==> config.mk <==
export PLATFORM = sky130hd
export DESIGN_NAME = peer_liveness_table
export DESIGN_NICKNAME = d
export VERILOG_FILES = /design/src/plt_pkg.sv /design/src/peer_liveness_table.sv /design/src/plt_cell.sv
export SDC_FILE = /design/constraint.sdc
export NUM_CORES = 2
export LEC_CHECK = 0
export ABC_AREA = 1
export BUFFER_PORTS_ARGS = -buffer_cell sky130_fd_sc_hd__buf_2
export CAP_MARGIN = 10
export CORE_MARGIN = 2
export CORE_UTILIZATION = 50
export CTS_BUF_LIST = sky130_fd_sc_hd__clkbuf_8
export DETAILED_ROUTE_END_ITERATION = 8
export MAX_ROUTING_LAYER = met4
export PLACE_DENSITY = 0.76
export SLEW_MARGIN = 20
export SYNTH_ARGS = -nofsm -noshare
export SYNTH_HDL_FRONTEND = slang
export SYNTH_HIERARCHICAL = 1
export SYNTH_SLANG_ARGS = --single-unit
export TNS_END_PERCENT = 30
==> constraint.sdc <==
create_clock -name clk -period 12.3 [get_ports clk]
set_clock_uncertainty 0.2 [all_clocks]
set_input_delay 1.845 -clock clk [delete_from_list [all_inputs] [get_ports clk]]
set_output_delay 1.845 -clock clk [all_outputs]
set_load 0.05 [all_outputs]
==> src/plt_pkg.sv <==
package plt_pkg;

  localparam int PLT_MAX_PEERS = 8;
  localparam int PLT_MASK_W    = 8;

  localparam logic [2:0] OP_ADD   = 3'd0;
  localparam logic [2:0] OP_RECV  = 3'd1;
  localparam logic [2:0] OP_CHECK = 3'd2;
  localparam logic [2:0] OP_QUERY = 3'd3;
  localparam logic [2:0] OP_SEND  = 3'd4;

  typedef struct packed {
    logic [2:0]  op;
    logic [47:0] mac;
    logic [31:0] tmo;
    logic        gen;
    logic        glv;
    logic [2:0]  sel;
    logic [31:0] now;
  } cmd_t;

  typedef struct packed {
    logic valid;
    logic alive;
    logic alive_nxt;
    logic gate;
    logic take;
    logic hit;
  } cell_stat_t;

endpackage

==> src/peer_liveness_table.sv <==
// Peer liveness table. Each peer lives in one cell of a row of MAX_PEERS cells; a
// command word is latched on acceptance and executed once the output register can
// take its result, where every cell compares its MAC, age and timeout in parallel
// while a free-slot and a first-match token pass from cell 0 upward, so the lowest
// free cell takes an add and the lowest matching cell takes a receive. A word is
// accepted, then executed, and a new word is accepted in the cycle after execution.
// The result sits in an output register; a word may be accepted while it waits,
// but its execution holds until that result is taken. Result bit i of
// connected_mask shows peer i after the word, for the first eight peers.
module peer_liveness_table #(
  parameter int MAX_PEERS = plt_pkg::PLT_MAX_PEERS
) (
  input  logic         clk,
  input  logic         rst_n,
  input  logic         in_tvalid,
  output logic         in_tready,
  // mac_addr[47:0] timeout_ms[79:48] gate_enabled[80] gate_level[81]
  // peer_sel[84:82] now_ms[116:85] zero[119:117]
  input  logic [119:0] in_tdata,
  // opcode[2:0]
  input  logic [2:0]   in_tuser,
  output logic         out_tvalid,
  input  logic         out_tready,
  // ok[0] peer_index[3:1] connected[4] connected_mask[12:5] zero[15:13]
  output logic [15:0]  out_tdata
);
  import plt_pkg::*;

  localparam int SHOWN = (MAX_PEERS < PLT_MASK_W) ? MAX_PEERS : PLT_MASK_W;

  cmd_t        cmd_r;
  logic        busy_r;
  logic        out_valid_r;
  logic [15:0] out_data_r;
  logic        commit;

  logic [MAX_PEERS:0] free_c;
  logic [MAX_PEERS:0] hit_c;
  cell_stat_t         stat [MAX_PEERS];

  logic                  ok_c;
  logic [2:0]            idx_c;
  logic                  con_c;
  logic [PLT_MASK_W-1:0] mask_c;
  logic [2:0]            claim_idx;
  logic                  sel_valid;
  logic                  sel_alive;
  logic                  sel_gate;

  assign in_tready = !busy_r;
  assign commit    = busy_r && (!out_valid_r || out_tready);

  always_ff @(posedge clk) begin
    if (!rst_n) begin
      busy_r <= 1'b0;
    end else if (in_tvalid && in_tready) begin
      busy_r <= 1'b1;
    end else if (commit) begin
      busy_r <= 1'b0;
    end
  end

  always_ff @(posedge clk) begin
    if (in_tvalid && in_tready) begin
      cmd_r.op  <= in_tuser;
      cmd_r.mac <= in_tdata[47:0];
      cmd_r.tmo <= in_tdata[79:48];
      cmd_r.gen <= in_tdata[80];
      cmd_r.glv <= in_tdata[81];
      cmd_r.sel <= in_tdata[84:82];
      cmd_r.now <= in_tdata[116:85];
    end
  end

  assign free_c[0] = 1'b0;
  assign hit_c[0]  = 1'b0;

  for (genvar g = 0; g < MAX_PEERS; g++) begin : g_cell
    plt_cell u_cell (
      .clk      (clk),
      .rst_n    (rst_n),
      .cmd      (cmd_r),
      .commit   (commit),
      .free_in  (free_c[g]),
      .hit_in   (hit_c[g]),
      .free_out (free_c[g+1]),
      .hit_out  (hit_c[g+1]),
      .stat     (stat[g])
    );
  end

  always_comb begin
    claim_idx = '0;
    sel_valid = 1'b0;
    sel_alive = 1'b0;
    sel_gate  = 1'b0;
    for (int i = 0; i < MAX_PEERS; i++) begin
      if (stat[i].take || stat[i].hit) begin
        claim_idx = claim_idx | 3'(i);
      end
      if ((i < PLT_MASK_W) && (3'(i) == cmd_r.sel)) begin
        sel_valid = stat[i].valid;
        sel_alive = stat[i].alive;
        sel_gate  = stat[i].gate;
      end
    end
  end

  always_comb begin
    mask_c = '0;
    for (int i = 0; i < SHOWN; i++) begin
      mask_c[i] = stat[i].alive_nxt;
    end
  end

  always_comb begin
    ok_c  = 1'b0;
    idx_c = '0;
    con_c = 1'b0;
    case (cmd_r.op)
      OP_ADD: begin
        ok_c  = free_c[MAX_PEERS];
        idx_c = claim_idx;
      end
      OP_RECV: begin
        ok_c  = hit_c[MAX_PEERS];
        idx_c = claim_idx;
        con_c = hit_c[MAX_PEERS];
      end
      OP_CHECK: begin
        ok_c = 1'b1;
      end
      OP_QUERY: begin
        idx_c = cmd_r.sel;
        ok_c  = sel_valid;
        con_c = sel_valid && sel_alive;
      end
      OP_SEND: begin
        idx_c = cmd_r.sel;
        ok_c  = sel_valid && !(sel_gate && !cmd_r.glv);
        con_c = sel_valid && sel_alive;
      end
      default: begin
        ok_c = 1'b0;
      end
    endcase
  end

  always_ff @(posedge clk) begin
    if (!rst_n) begin
      out_valid_r <= 1'b0;
    end else if (commit) begin
      out_valid_r <= 1'b1;
    end else if (out_tready) begin
      out_valid_r <= 1'b0;
    end
  end

  always_ff @(posedge clk) begin
    if (commit) begin
      out_data_r <= {3'b000, mask_c, con_c, idx_c, ok_c};
    end
  end

  assign out_tvalid = out_valid_r;
  assign out_tdata  = out_data_r;

endmodule

==> src/plt_cell.sv <==
module plt_cell (
  input  logic               clk,
  input  logic               rst_n,
  input  plt_pkg::cmd_t      cmd,
  input  logic               commit,
  input  logic               free_in,
  input  logic               hit_in,
  output logic               free_out,
  output logic               hit_out,
  output plt_pkg::cell_stat_t stat
);
  import plt_pkg::*;

  logic        valid_r, valid_nxt;
  logic        alive_r, alive_nxt;
  logic [31:0] heard_r, heard_nxt;
  logic [47:0] mac_r;
  logic [31:0] tmo_r;
  logic        gate_r;

  logic        match;
  logic        take;
  logic        hit;
  logic [31:0] elapsed;
  logic        expired;

  assign match    = valid_r && (mac_r == cmd.mac);
  assign take     = (cmd.op == OP_ADD) && !valid_r && !free_in;
  assign hit      = (cmd.op == OP_RECV) && match && !hit_in;
  assign free_out = free_in | !valid_r;
  assign hit_out  = hit_in | match;

  // wrapping age of the last heartbeat
  assign elapsed = cmd.now - heard_r;
  assign expired = valid_r && (elapsed >= tmo_r);

  always_comb begin
    valid_nxt = valid_r | take;
    alive_nxt = alive_r;
    heard_nxt = heard_r;
    if (take) begin
      alive_nxt = 1'b0;
      heard_nxt = '0;
    end else if (hit) begin
      alive_nxt = 1'b1;
      heard_nxt = cmd.now;
    end else if ((cmd.op == OP_CHECK) && expired) begin
      alive_nxt = 1'b0;
    end
  end

  always_ff @(posedge clk) begin
    if (!rst_n) begin
      valid_r <= 1'b0;
      alive_r <= 1'b0;
      heard_r <= '0;
    end else if (commit) begin
      valid_r <= valid_nxt;
      alive_r <= alive_nxt;
      heard_r <= heard_nxt;
    end
  end

  always_ff @(posedge clk) begin
    if (commit && take) begin
      mac_r  <= cmd.mac;
      tmo_r  <= cmd.tmo;
      gate_r <= cmd.gen;
    end
  end

  assign stat.valid     = valid_r;
  assign stat.alive     = alive_r;
  assign stat.alive_nxt = alive_nxt;
  assign stat.gate      = gate_r;
  assign stat.take      = take;
  assign stat.hit       = hit;

endmodule

==> impl_metrics.toml <==
[run_status]
status = "complete, no violations"

[timing]
finalHoldViolCount = 0
post-route-min-period_ps = 6510
tightest_slew_ps = 1250
setup_violations = 0
relSlewSlack_pct = 16.9
timing.final.crit_share_pct = 52.9
fin_tns_setup_ps = 0
maxSlewViolCount = 0
fin_hold_ws_ps = 272
fmax_mhz = 154
rsz0062_at_grt = "false"

[min_path]
hp-class = "reg -> reg"

[critical_path]
crit_buf_inv = 4
worstSetupStartpoint = "cmd_r[71]"
critPathCaptureType = "flop"
cp_slowest_cell = "nand4_4"
reg2regPathDepth = 21
worstPathRequired_ps = 12900
worstPathArrival_ps = 7100
path_cells = "buf_4 > inv_1 > or2_2 > nand4_1 > nor2_1 > nand2_1 > nor2_2 > and2_1 > buf_4 > or2_2 > or2_2 > or2_2 > or2_2 > or2_2 > or2_2 > or2_2 > nor4_4 > buf_4 > nand4_4 > nand3_1 > a21oi_1"
r2r_slack_ps = 5790
crit_type = "reg -> reg"
r2r_end = "g_cell[7].u_cell/heard_r[7]"
cp_slowest_stage_delay_ps = 660
crit_path_frequent_cell = "or2_2"
critPathTopFamily = "simple AND/OR/NAND/NOR gates"
crit_fanout = 35
cp-start-kind = "flop"
cp.depth = 21
cp-endpoint = "g_cell[7].u_cell/heard_r[7]"
timing.rr.start = "cmd_r[71]"

[layout]
register_area_um2 = 28900
num-fill-cells = 11900
synthToLayoutAreaGrowth_pct = 9.92
fin_nets = 8566
final_cells = 9863
drive_above_1_share_pct = 9.74
multi_input_area_um2 = 30800

[detailed_routing]
drtAntennaViolNets = 0
drcViolationCount = 0
avgViaCountPerCell = 5.74
met2WireLength_um = 97500
wl_met1_um = 87900
route.detailed.wl_per_inst_um = 22.1
routed_wl_um = 218000
met3_length_um = 19200
drt_iter0_markers = 6197
vias = 56700
highest_layer = "met4"
dr.pass1.iters = 7

[clock_network]
root_buffer = "clkbuf_8"
h-tree-depth = 4
cts_setup_buffers = 0
cts.sinks = 1055
ctsLongestPathBuffers = 3
cts_resized = 0
hold_buffers = 0
clock_latency_ps = 940
cts_tree = "done"
numCtsBuffers = 185
cts.clk_slew.worst_paths_ps = 70

[logic_synthesis]
avgSynthCellArea_um2 = 8.57
ys_warn_count = 6
syn_area_um2 = 65800
synth_cells = 7674

[die]
die_x_um = 367
io-pin-count = 145
rows = 133
initial_core_util_pct = 50.2
die_y_um = 367
die_area_um2 = 134000
coreArea_um2 = 131000

[global_routing]
grt_pass1_vias = 53400
grt_pass1_wl_um = 322000
antenna_found_initial = 12
grt_usage_pct = 32.6
overflow = 0
grt_max_degree = 121

[placement]
port_buffers = 138
post-place-cells = 9494
gp_congestion = 1.00
hpwlAfterDp_um = 148000

[power]
p_leak_nw = 29.9
p_per_area_nw_per_um2 = 118
power_w = 0.00854
ir_worst_vdd_mv = 0.109

[flow_run]
maxCapViolCount = 0
[power breakdown]
part	switching, W	total [W]	internal [W]
clock network	0.00157	0.00333	0.00176
logic	0.000886	0.00128	0.000399
registers	0.0000659	0.00393	0.00386
[placed cells by master (no fill, tap or decap), drive strengths merged, types with 3 or more instances in the layout]
master    instances
nand2          1297
and2              6
a21boi           22
nor2            577
o21a             23
o31ai             4
edfxtp          781
diode            24
ha              504
o211ai           13
dfxtp           274
clkbuf          205
o22ai            16
clkinv           72
or2             128
a31o              3
nor4             70
nand3b           22
buf             268
nand3           444
nor3            116
a31oi            21
conb              7
inv            1337
clkinvlp          4
a221oi           10
a21oi           684
a211oi            9
xnor2           141
nand4           467
xor2            215
o21bai           43
bufinv           10
o21ai           216
fa                8
a21o             48
o2111ai           9
[worst min-delay path, stage by stage (launching register included)]
cell and delay, ps:
dfxtp_1 320, nand3_2 60, a21oi_1 50
[how the worst min path moves through the flow]
stage                                            start                      endpoint  slack, ps  cells past startpoint
final                     g_cell[5].u_cell/heard_r[23]  g_cell[5].u_cell/heard_r[23]        270                      2
after global routing      g_cell[5].u_cell/heard_r[21]  g_cell[5].u_cell/heard_r[21]        290                      2
after CTS                 g_cell[5].u_cell/heard_r[23]  g_cell[5].u_cell/heard_r[23]        270                      2
after detailed placement  g_cell[5].u_cell/heard_r[21]  g_cell[5].u_cell/heard_r[21]        270                      2
after global placement    g_cell[5].u_cell/heard_r[22]  g_cell[5].u_cell/heard_r[22]        260                      2
after floorplan           g_cell[5].u_cell/heard_r[21]  g_cell[5].u_cell/heard_r[21]        250                      2
[metal layers]
| layer | vias to the layer above | global-route usage, % |
|---|---|---|
| met2 | 2748 | 49.8 |
| met5 | - | - |
| met3 | 581 | 5.45 |
| li1 | 26600 | - |
| met4 | 0 | 18.9 |
| met1 | 26700 | 40.8 |
[registers in the layout, summed over array words and instances, names as in the netlist, 8 cells and up]
register               flops
out_tdata                 13
cmd_r                    120
g_cell.u_cell/gate_r       8
g_cell.u_cell/alive_r      8
g_cell.u_cell/heard_r    256
g_cell.u_cell/mac_r      384
g_cell.u_cell/valid_r      8
g_cell.u_cell/tmo_r      256
[cell type report]
type / count / share of cell area (%)
Clock buffer: 205 / 3.90
Antenna cell: 24 / 0.0831
Tap cell: 1755 / 3.04
Multi-Input combinational cell: 5133 / 42.6
Timing Repair Buffer: 268 / 2.39
Inverter: 1284 / 6.69
Sequential cell: 1055 / 40.0
Clock inverter: 139 / 1.29
[through the flow]
stage	utilization (%)	instance area (um^2)	worst slack [ps]
6_report	55.2	72300	5790
3_3_place_gp	52.2	68400	6000
5_1_grt	55.2	72300	5620
4_1_cts	55.2	72200	5850
2_1_floorplan	-	65800	4560
3_5_place_dp	52.3	68500	5860
Note: power is estimated with default switching activity, not from simulation.
